--- src/design/mchp_pkg.sv ---
`timescale 1ns / 1ps
`default_nettype none

package mchp_pkg;

    // section tags
    localparam logic [4:0] SEC_NAME_LEN   = 5'd0;
    localparam logic [4:0] SEC_NAME       = 5'd1;
    localparam logic [4:0] SEC_LEVEL      = 5'd2;
    localparam logic [4:0] SEC_FLAGS      = 5'd3;
    localparam logic [4:0] SEC_KEEPALIVE  = 5'd4;
    localparam logic [4:0] SEC_PROPS_LEN  = 5'd5;
    localparam logic [4:0] SEC_PROPS      = 5'd6;
    localparam logic [4:0] SEC_ID_LEN     = 5'd7;
    localparam logic [4:0] SEC_ID         = 5'd8;
    localparam logic [4:0] SEC_WPROPS_LEN = 5'd9;
    localparam logic [4:0] SEC_WPROPS     = 5'd10;
    localparam logic [4:0] SEC_TOPIC_LEN  = 5'd11;
    localparam logic [4:0] SEC_TOPIC      = 5'd12;
    localparam logic [4:0] SEC_MSG_LEN    = 5'd13;
    localparam logic [4:0] SEC_MSG        = 5'd14;
    localparam logic [4:0] SEC_USER_LEN   = 5'd15;
    localparam logic [4:0] SEC_USER       = 5'd16;
    localparam logic [4:0] SEC_PASS_LEN   = 5'd17;
    localparam logic [4:0] SEC_PASS       = 5'd18;
    localparam logic [4:0] SEC_END        = 5'd19;

    localparam logic [6:0] LEVEL_V5 = 7'd5;

    // connect flag bits
    localparam int FLAG_WILL     = 2;
    localparam int FLAG_PASSWORD = 6;
    localparam int FLAG_USERNAME = 7;

    // status bits
    localparam int ST_PROPS    = 0;
    localparam int ST_WPROPS   = 1;
    localparam int ST_EMPTY_ID = 2;

    typedef struct packed {
        logic [4:0]  section;
        logic [7:0]  byte_out;
        logic        done_res;
        logic        error;
        logic [6:0]  protocol_level;
        logic        reflect;
        logic [7:0]  connect_flags;
        logic [15:0] keep_alive;
        logic        has_properties;
        logic        has_will_properties;
        logic        empty_client_id;
    } t_mchp_result;

endpackage

`default_nettype wire

--- src/design/mqtt_connect_header_parser.sv ---
`timescale 1ns / 1ps
`default_nettype none

// MQTT CONNECT body tagger.
// Input channel: i_valid / o_stall carry one body byte (i_data_byte) per transfer,
// i_first_byte marks the first byte of a new packet and restarts parsing.
// Output channel: o_valid / i_stall carry one tagged result per input byte: the
// section of the byte, the byte itself, done and error flags and the header
// fields decoded so far (level, reflect, flags, keep-alive, status flags).
// Each result is registered in the output register, or in the skid register.
// Throughput is one byte per cycle while o_stall is low: the parse state is updated by a single
// pass of logic between the state registers and the result register.
// When the receiver stalls, a second result is caught in a skid register and
// o_stall rises the cycle after; it falls once the skid entry has moved on.
// Synchronous reset (i_rst_n low) empties both result registers and returns
// the parser to the start of a packet with reflect set and all fields zero.
module mqtt_connect_header_parser (
    input  wire logic        i_clk,
    input  wire logic        i_rst_n,
    input  wire logic        i_valid,
    output logic             o_stall,
    input  wire logic [7:0]  i_data_byte,
    input  wire logic        i_first_byte,
    output logic             o_valid,
    input  wire logic        i_stall,
    output logic [4:0]       o_section,
    output logic [7:0]       o_byte_out,
    output logic             o_done_res,
    output logic             o_error,
    output logic [6:0]       o_protocol_level,
    output logic             o_reflect,
    output logic [7:0]       o_connect_flags,
    output logic [15:0]      o_keep_alive,
    output logic             o_has_properties,
    output logic             o_has_will_properties,
    output logic             o_empty_client_id
);

    mchp_pkg::t_mchp_result step_res;
    mchp_pkg::t_mchp_result r_out;
    mchp_pkg::t_mchp_result r_skid;
    logic                   r_out_valid;
    logic                   r_skid_valid;
    logic                   take;
    logic                   out_taken;
    logic                   load_out_new;
    logic                   load_out_skid;
    logic                   load_skid;

    assign take          = i_valid && !r_skid_valid;
    assign out_taken     = r_out_valid && !i_stall;
    assign load_out_new  = take && (!r_out_valid || out_taken);
    assign load_skid     = take && r_out_valid && !out_taken;
    assign load_out_skid = !take && r_skid_valid && out_taken;

    mchp_decode u_decode (
        .i_clk        (i_clk),
        .i_rst_n      (i_rst_n),
        .i_take       (take),
        .i_data_byte  (i_data_byte),
        .i_first_byte (i_first_byte),
        .o_result     (step_res)
    );

    always_ff @(posedge i_clk) begin
        if (!i_rst_n) begin
            r_out_valid  <= 1'b0;
            r_skid_valid <= 1'b0;
        end else begin
            if (load_out_new || load_out_skid)
                r_out_valid <= 1'b1;
            else if (out_taken)
                r_out_valid <= 1'b0;

            if (load_skid)
                r_skid_valid <= 1'b1;
            else if (load_out_skid)
                r_skid_valid <= 1'b0;
        end
    end

    always_ff @(posedge i_clk) begin
        if (load_out_new)
            r_out <= step_res;
        else if (load_out_skid)
            r_out <= r_skid;
        if (load_skid)
            r_skid <= step_res;
    end

    assign o_stall               = r_skid_valid;
    assign o_valid               = r_out_valid;
    assign o_section             = r_out.section;
    assign o_byte_out            = r_out.byte_out;
    assign o_done_res            = r_out.done_res;
    assign o_error               = r_out.error;
    assign o_protocol_level      = r_out.protocol_level;
    assign o_reflect             = r_out.reflect;
    assign o_connect_flags       = r_out.connect_flags;
    assign o_keep_alive          = r_out.keep_alive;
    assign o_has_properties      = r_out.has_properties;
    assign o_has_will_properties = r_out.has_will_properties;
    assign o_empty_client_id     = r_out.empty_client_id;

endmodule

`default_nettype wire

--- src/design/mchp_decode.sv ---
`timescale 1ns / 1ps
`default_nettype none

module mchp_decode (
    input  wire logic                  i_clk,
    input  wire logic                  i_rst_n,
    input  wire logic                  i_take,
    input  wire logic [7:0]            i_data_byte,
    input  wire logic                  i_first_byte,
    output mchp_pkg::t_mchp_result     o_result
);

    logic [4:0]  r_sec,    n_sec;
    logic [15:0] r_fc,     n_fc;
    logic [27:0] r_rem,    n_rem;
    logic [1:0]  r_vbi,    n_vbi;
    logic [6:0]  r_level,  n_level;
    logic        r_reflect, n_reflect;
    logic [7:0]  r_flags,  n_flags;
    logic [15:0] r_keep,   n_keep;
    logic [2:0]  r_status, n_status;

    logic [4:0]  c_sec;
    logic [15:0] c_fc;
    logic [27:0] c_rem;
    logic [1:0]  c_vbi;
    logic [6:0]  c_level;
    logic        c_reflect;
    logic [7:0]  c_flags;
    logic [15:0] c_keep;
    logic [2:0]  c_status;

    logic        do_enter;
    logic [4:0]  enter_req;
    logic [4:0]  enter_sec;
    logic        done;
    logic        err;
    logic [15:0] len;
    logic [15:0] fc_dec;
    logic [27:0] props_add;

    // skip optional sections whose conditions are not met
    function automatic logic [4:0] next_needed(input logic [4:0] s, input logic [6:0] lvl,
                                               input logic [7:0] flg);
        logic [4:0] t;
        logic       v5;
        logic       will;
        v5   = (lvl == mchp_pkg::LEVEL_V5);
        will = flg[mchp_pkg::FLAG_WILL];
        t    = s;
        if (t == mchp_pkg::SEC_PROPS_LEN && !v5) t = mchp_pkg::SEC_ID_LEN;
        if (t == mchp_pkg::SEC_WPROPS_LEN && !(will && v5)) t = mchp_pkg::SEC_TOPIC_LEN;
        if (t == mchp_pkg::SEC_TOPIC_LEN && !will) t = mchp_pkg::SEC_MSG_LEN;
        if (t == mchp_pkg::SEC_MSG_LEN && !will) t = mchp_pkg::SEC_USER_LEN;
        if (t == mchp_pkg::SEC_USER_LEN && !flg[mchp_pkg::FLAG_USERNAME])
            t = mchp_pkg::SEC_PASS_LEN;
        if (t == mchp_pkg::SEC_PASS_LEN && !flg[mchp_pkg::FLAG_PASSWORD])
            t = mchp_pkg::SEC_END;
        if (t > mchp_pkg::SEC_END) t = mchp_pkg::SEC_END;
        return t;
    endfunction

    always_comb begin
        // a first byte restarts from the reset state before it is parsed
        if (i_first_byte) begin
            c_sec     = mchp_pkg::SEC_NAME_LEN;
            c_fc      = '0;
            c_rem     = '0;
            c_vbi     = '0;
            c_level   = '0;
            c_reflect = 1'b1;
            c_flags   = '0;
            c_keep    = '0;
            c_status  = '0;
        end else begin
            c_sec     = r_sec;
            c_fc      = r_fc;
            c_rem     = r_rem;
            c_vbi     = r_vbi;
            c_level   = r_level;
            c_reflect = r_reflect;
            c_flags   = r_flags;
            c_keep    = r_keep;
            c_status  = r_status;
        end
    end

    always_comb begin
        case (c_vbi)
            2'd0:    props_add = {21'b0, i_data_byte[6:0]};
            2'd1:    props_add = {14'b0, i_data_byte[6:0], 7'b0};
            2'd2:    props_add = {7'b0, i_data_byte[6:0], 14'b0};
            default: props_add = {i_data_byte[6:0], 21'b0};
        endcase
    end

    assign len    = c_fc | {8'b0, i_data_byte};
    assign fc_dec = c_fc - 16'd1;

    always_comb begin
        n_sec     = c_sec;
        n_fc      = c_fc;
        n_rem     = c_rem;
        n_vbi     = c_vbi;
        n_level   = c_level;
        n_reflect = c_reflect;
        n_flags   = c_flags;
        n_keep    = c_keep;
        n_status  = c_status;
        do_enter  = 1'b0;
        enter_req = c_sec;
        err       = 1'b0;
        enter_sec = c_sec;
        done      = 1'b0;

        case (c_sec)
            mchp_pkg::SEC_NAME_LEN, mchp_pkg::SEC_ID_LEN, mchp_pkg::SEC_TOPIC_LEN,
            mchp_pkg::SEC_MSG_LEN, mchp_pkg::SEC_USER_LEN, mchp_pkg::SEC_PASS_LEN: begin
                if (c_vbi == 2'd0) begin
                    n_fc  = {i_data_byte, 8'b0};
                    n_vbi = 2'd1;
                end else begin
                    if (c_sec == mchp_pkg::SEC_ID_LEN && len == 16'd0)
                        n_status[mchp_pkg::ST_EMPTY_ID] = 1'b1;
                    if (len == 16'd0) begin
                        do_enter  = 1'b1;
                        enter_req = c_sec + 5'd2;
                    end else begin
                        n_sec = c_sec + 5'd1;
                        n_fc  = len;
                        n_vbi = 2'd0;
                    end
                end
            end
            mchp_pkg::SEC_NAME, mchp_pkg::SEC_ID, mchp_pkg::SEC_TOPIC,
            mchp_pkg::SEC_MSG, mchp_pkg::SEC_USER, mchp_pkg::SEC_PASS: begin
                n_fc = fc_dec;
                if (fc_dec == 16'd0) begin
                    do_enter  = 1'b1;
                    enter_req = c_sec + 5'd1;
                end
            end
            mchp_pkg::SEC_LEVEL: begin
                n_reflect = ~i_data_byte[7];
                n_level   = i_data_byte[6:0];
                do_enter  = 1'b1;
                enter_req = mchp_pkg::SEC_FLAGS;
            end
            mchp_pkg::SEC_FLAGS: begin
                n_flags   = i_data_byte;
                do_enter  = 1'b1;
                enter_req = mchp_pkg::SEC_KEEPALIVE;
            end
            mchp_pkg::SEC_KEEPALIVE: begin
                if (c_vbi == 2'd0) begin
                    n_keep = {i_data_byte, 8'b0};
                    n_vbi  = 2'd1;
                end else begin
                    n_keep    = c_keep | {8'b0, i_data_byte};
                    do_enter  = 1'b1;
                    enter_req = mchp_pkg::SEC_PROPS_LEN;
                end
            end
            mchp_pkg::SEC_PROPS_LEN, mchp_pkg::SEC_WPROPS_LEN: begin
                n_rem = c_rem | props_add;
                if (i_data_byte[7]) begin
                    // continuation on the fourth length byte is malformed
                    if (c_vbi == 2'd3) begin
                        err   = 1'b1;
                        n_sec = mchp_pkg::SEC_END;
                        n_vbi = 2'd0;
                    end else begin
                        n_vbi = c_vbi + 2'd1;
                    end
                end else if (n_rem != 28'd0) begin
                    if (c_sec == mchp_pkg::SEC_PROPS_LEN)
                        n_status[mchp_pkg::ST_PROPS] = 1'b1;
                    else
                        n_status[mchp_pkg::ST_WPROPS] = 1'b1;
                    n_sec = c_sec + 5'd1;
                    n_vbi = 2'd0;
                end else begin
                    do_enter  = 1'b1;
                    enter_req = c_sec + 5'd2;
                end
            end
            mchp_pkg::SEC_PROPS, mchp_pkg::SEC_WPROPS: begin
                n_rem = c_rem - 28'd1;
                if (n_rem == 28'd0) begin
                    do_enter  = 1'b1;
                    enter_req = c_sec + 5'd1;
                end
            end
            default: begin
                err = 1'b1;
            end
        endcase

        if (do_enter) begin
            enter_sec = next_needed(enter_req, n_level, n_flags);
            n_sec     = enter_sec;
            n_vbi     = 2'd0;
            n_fc      = 16'd0;
            if (enter_sec == mchp_pkg::SEC_PROPS_LEN || enter_sec == mchp_pkg::SEC_WPROPS_LEN)
                n_rem = 28'd0;
            if (enter_sec == mchp_pkg::SEC_END)
                done = 1'b1;
        end
    end

    always_ff @(posedge i_clk) begin
        if (!i_rst_n) begin
            r_sec     <= mchp_pkg::SEC_NAME_LEN;
            r_fc      <= '0;
            r_rem     <= '0;
            r_vbi     <= '0;
            r_level   <= '0;
            r_reflect <= 1'b1;
            r_flags   <= '0;
            r_keep    <= '0;
            r_status  <= '0;
        end else if (i_take) begin
            r_sec     <= n_sec;
            r_fc      <= n_fc;
            r_rem     <= n_rem;
            r_vbi     <= n_vbi;
            r_level   <= n_level;
            r_reflect <= n_reflect;
            r_flags   <= n_flags;
            r_keep    <= n_keep;
            r_status  <= n_status;
        end
    end

    always_comb begin
        o_result.section             = c_sec;
        o_result.byte_out            = i_data_byte;
        o_result.done_res            = done;
        o_result.error               = err;
        o_result.protocol_level      = n_level;
        o_result.reflect             = n_reflect;
        o_result.connect_flags       = n_flags;
        o_result.keep_alive          = n_keep;
        o_result.has_properties      = n_status[mchp_pkg::ST_PROPS];
        o_result.has_will_properties = n_status[mchp_pkg::ST_WPROPS];
        o_result.empty_client_id     = n_status[mchp_pkg::ST_EMPTY_ID];
    end

endmodule

`default_nettype wire
--- config.mk ---
export PLATFORM = sky130hd
export DESIGN_NAME = mqtt_connect_header_parser
export DESIGN_NICKNAME = d
export VERILOG_FILES = /design/src/design/mchp_pkg.sv /design/src/design/mqtt_connect_header_parser.sv /design/src/design/mchp_decode.sv
export SDC_FILE = /design/constraint.sdc
export NUM_CORES = 1
export LEC_CHECK = 0
export ABC_AREA = 1
export BUFFER_PORTS_ARGS = -buffer_cell sky130_fd_sc_hd__clkbuf_2
export CORE_MARGIN = 2
export CORE_UTILIZATION = 35
export CTS_BUF_LIST = sky130_fd_sc_hd__clkbuf_4
export CTS_CLUSTER_SIZE = 24
export DETAILED_ROUTE_END_ITERATION = 8
export PLACE_DENSITY = 0.56
export SLEW_MARGIN = 15
export SYNTH_ARGS = -nofsm -noshare
export SYNTH_HDL_FRONTEND = slang
export SYNTH_SLANG_ARGS = --single-unit
--- constraint.sdc ---
create_clock -name i_clk -period 13.2 [get_ports i_clk]
set_clock_uncertainty 0.15 [all_clocks]
set_input_delay 1.98 -clock i_clk [delete_from_list [all_inputs] [get_ports i_clk]]
set_output_delay 1.98 -clock i_clk [all_outputs]
set_load 0.01 [all_outputs]
==> qor.csv <==
metric,value,unit
io_buffers,64,
syn_avg_cell_area,7.25,µm²
grt_remaining_overflow,0,
drt-vias-per-instance,5.29,
max_stage_delay,0.70,ns
rsz0062_at_grt,false,
fmax,0.137,GHz
dp_hpwl,26.7,mm
synth_nets,1692,
ant_nets,0,
cts.path.max_buffers,2,
area_growth,6.99,%
htree_levels,4,
crit_buf_inv,5,
final_cell_mix,"nand2_1 (451), nor2_1 (179), o21ai_0 (165)",
tightest_slew,1.20,ns
postSynthCellCount,1663,
ys_ff_latch,188,
cpMostUsedCell,nand2_1,
yosysWarningCount,0,
die_h,190,µm
grt_max_degree,69,
drt-initial-drc-count,1118,
clkTransAtPathRegs,0.19,ns
drv_slew,0,
startpoint_type,primary input,
required,13.49,ns
groute.usage.overall,21.7,%
critPathSlowestCell,nand2_2,
synth-edff-count,100,
grt_pass1_wl,61.0,mm
ys_seq_area_share,39.5,%
drc,1,
cap_violations,0,
vias,11339,
postCtsHoldBufs,0,
ys.flop_type,edfxtp_1,
layout_commonest_cell,nand2_1,
finalSetupViolCount,0,
ys_types,58,
drive_gt1_share,14.9,%
grt_busiest_layer,met2,
syn_area,12100,µm²
end_kind,register,
critPathKind,in2reg,
place_congestion,0.941,
cts_setup_buffers,0,
fin_nets,1710,
first_global_vias,10756,
critical_path.top_delay_family,simple AND/OR/NAND/NOR gates,
wire_per_inst,18.1,µm
cts_tree,built,
fin_tns_setup,0,ns
violations,DRC,
grt_use_met3,3.10,%
dpl-instance-area,12600,µm²
clock_latency,0.63,ns
post-route-min-period,7.28,ns
slew_headroom,19.8,%
globalRouteMet1Util,29.8,%
arrival,7.57,ns
die_w,190,µm
routed_wl,38.7,mm
vdd_drop_max,0.0487,mV
period_share,55.1,%
cts.sinks,188,
hold_violations,0,
ios,65,
hold_path.class,reg2reg,
numCtsBuffers,17,
row_count,67,
firstDrtPassIters,9,
cts_root_buf,clkbuf_4,
p_leak,0.00599,µW
rrSetupSlack,7.49,ns
power,1180,µW
async_flop_share,0,%
nFillCells,3649,
antenna_found_initial,1,
post_cts_resized,0,
core,33700,µm²
met2_usage,34.7,%
status,finished with violations,
cp_max_fo,52,
initial_core_util,35.8,%
p_per_area,91.2,nW/µm²
final_cell_area,12900,µm²
die_area,35900,µm²
-- Yosys cell counts, types with 7 or more instances --
cell,number,area [µm²]
buf_1,7,26.3
a21oi_1,73,365
a21oi_2,19,166
o21bai_2,20,225
o211ai_1,10,75.1
o221ai_1,12,105
nor3_1,7,35.0
ha_1,16,200
edfxtp_1,100,3000
inv_2,20,75.1
nand2_4,9,101
inv_1,138,518
nand3_2,8,80.1
dfxtp_1,88,1760
o21ai_2,9,78.8
nand2_2,30,188
o21bai_1,9,67.6
o21ai_0,165,826
nand2_1,453,1700
a31oi_1,16,100
o22ai_1,26,163
nand4_1,24,150
nand3_1,91,455
nor2_2,14,87.6
clkbuf_1,45,169
nor2_1,181,679
-- registers in the layout, summed over array words and instances, names as in the netlist, 7 cells and up --
signal,count
u_decode.r_fc,16
o_keep_alive,16
o_protocol_level,7
u_decode.r_flags,8
r_skid,50
u_decode.r_level,7
o_connect_flags,8
u_decode.r_keep,16
u_decode.r_rem,28
o_byte_out,8
-- worst min-delay path, stage by stage (launching register included) --
cell and delay, ns:
dfxtp_1 0.35, nand2_1 0.06, a21oi_1 0.06
-- cell type report --
class	instances	area [µm²]	area share [%]
Multi-Input combinational cell	1236	6270	48.6
Clock buffer	17	128	0.990
Sequential cell	188	4760	36.9
Clock inverter	15	154	1.19
Tap cell	448	561	4.35
Inverter	164	618	4.79
Timing Repair Buffer	74	395	3.07
Antenna cell	1	2.50	0.0194
-- per-layer routing --
| layer | routed length [µm] | part of all wire (%) |
|---|---|---|
| met2 | 17500 | 45 |
| met5 | 0 | 0 |
| met4 | 1230 | 3.2 |
| met1 | 17700 | 46 |
| met3 | 2320 | 6.0 |
-- cell families after synthesis --
kind of cell | after synthesis | share of synthesized area, %
buffers and inverters | 239 | 8.64
AOI/OAI and AO/OA | 380 | 19.4
and+or+nand+nor | 833 | 30.2
xor gates and xnor gates | 7 | 0.571
DFF | 188 | 39.5
adders and majority gates | 16 | 1.66
-- worst paths after layout --
path | cells past startpoint | to | from
worst max-delay path | 28 | o_done_res$_DFFE_PP_ | i_first_byte
worst min-delay path | 2 | u_decode.r_vbi[1]$_SDFFE_PN0P_ | u_decode.r_vbi[1]$_SDFFE_PN0P_
worst max register to register | 23 | o_done_res$_DFFE_PP_ | u_decode.r_sec[1]$_SDFFE_PN0P_
worst min register to register | 2 | u_decode.r_vbi[1]$_SDFFE_PN0P_ | u_decode.r_vbi[1]$_SDFFE_PN0P_
-- report_power, final --
part | switching [µW] | internal (µW) | total [µW]
Clock | 240 | 86.2 | 326
Sequential | 11.0 | 647 | 658
Combinational | 140 | 51.9 | 192
-- through the flow --
| step | setup WS [ns] | hold slack [ns] | instances | util [%] |
|---|---|---|---|---|
| floorplan | 6.85 | 0.285 | 1663 | - |
| global placement | 5.56 | 0.295 | 2110 | 37.4 |
| detailed placement | 5.37 | 0.310 | 2110 | 37.4 |
| CTS | 6.00 | 0.334 | 2142 | 38.2 |
| global route | 5.48 | 0.356 | 2143 | 38.3 |
| finish | 5.92 | 0.333 | 2143 | 38.3 |
Note: power is estimated with default switching activity, not from simulation.
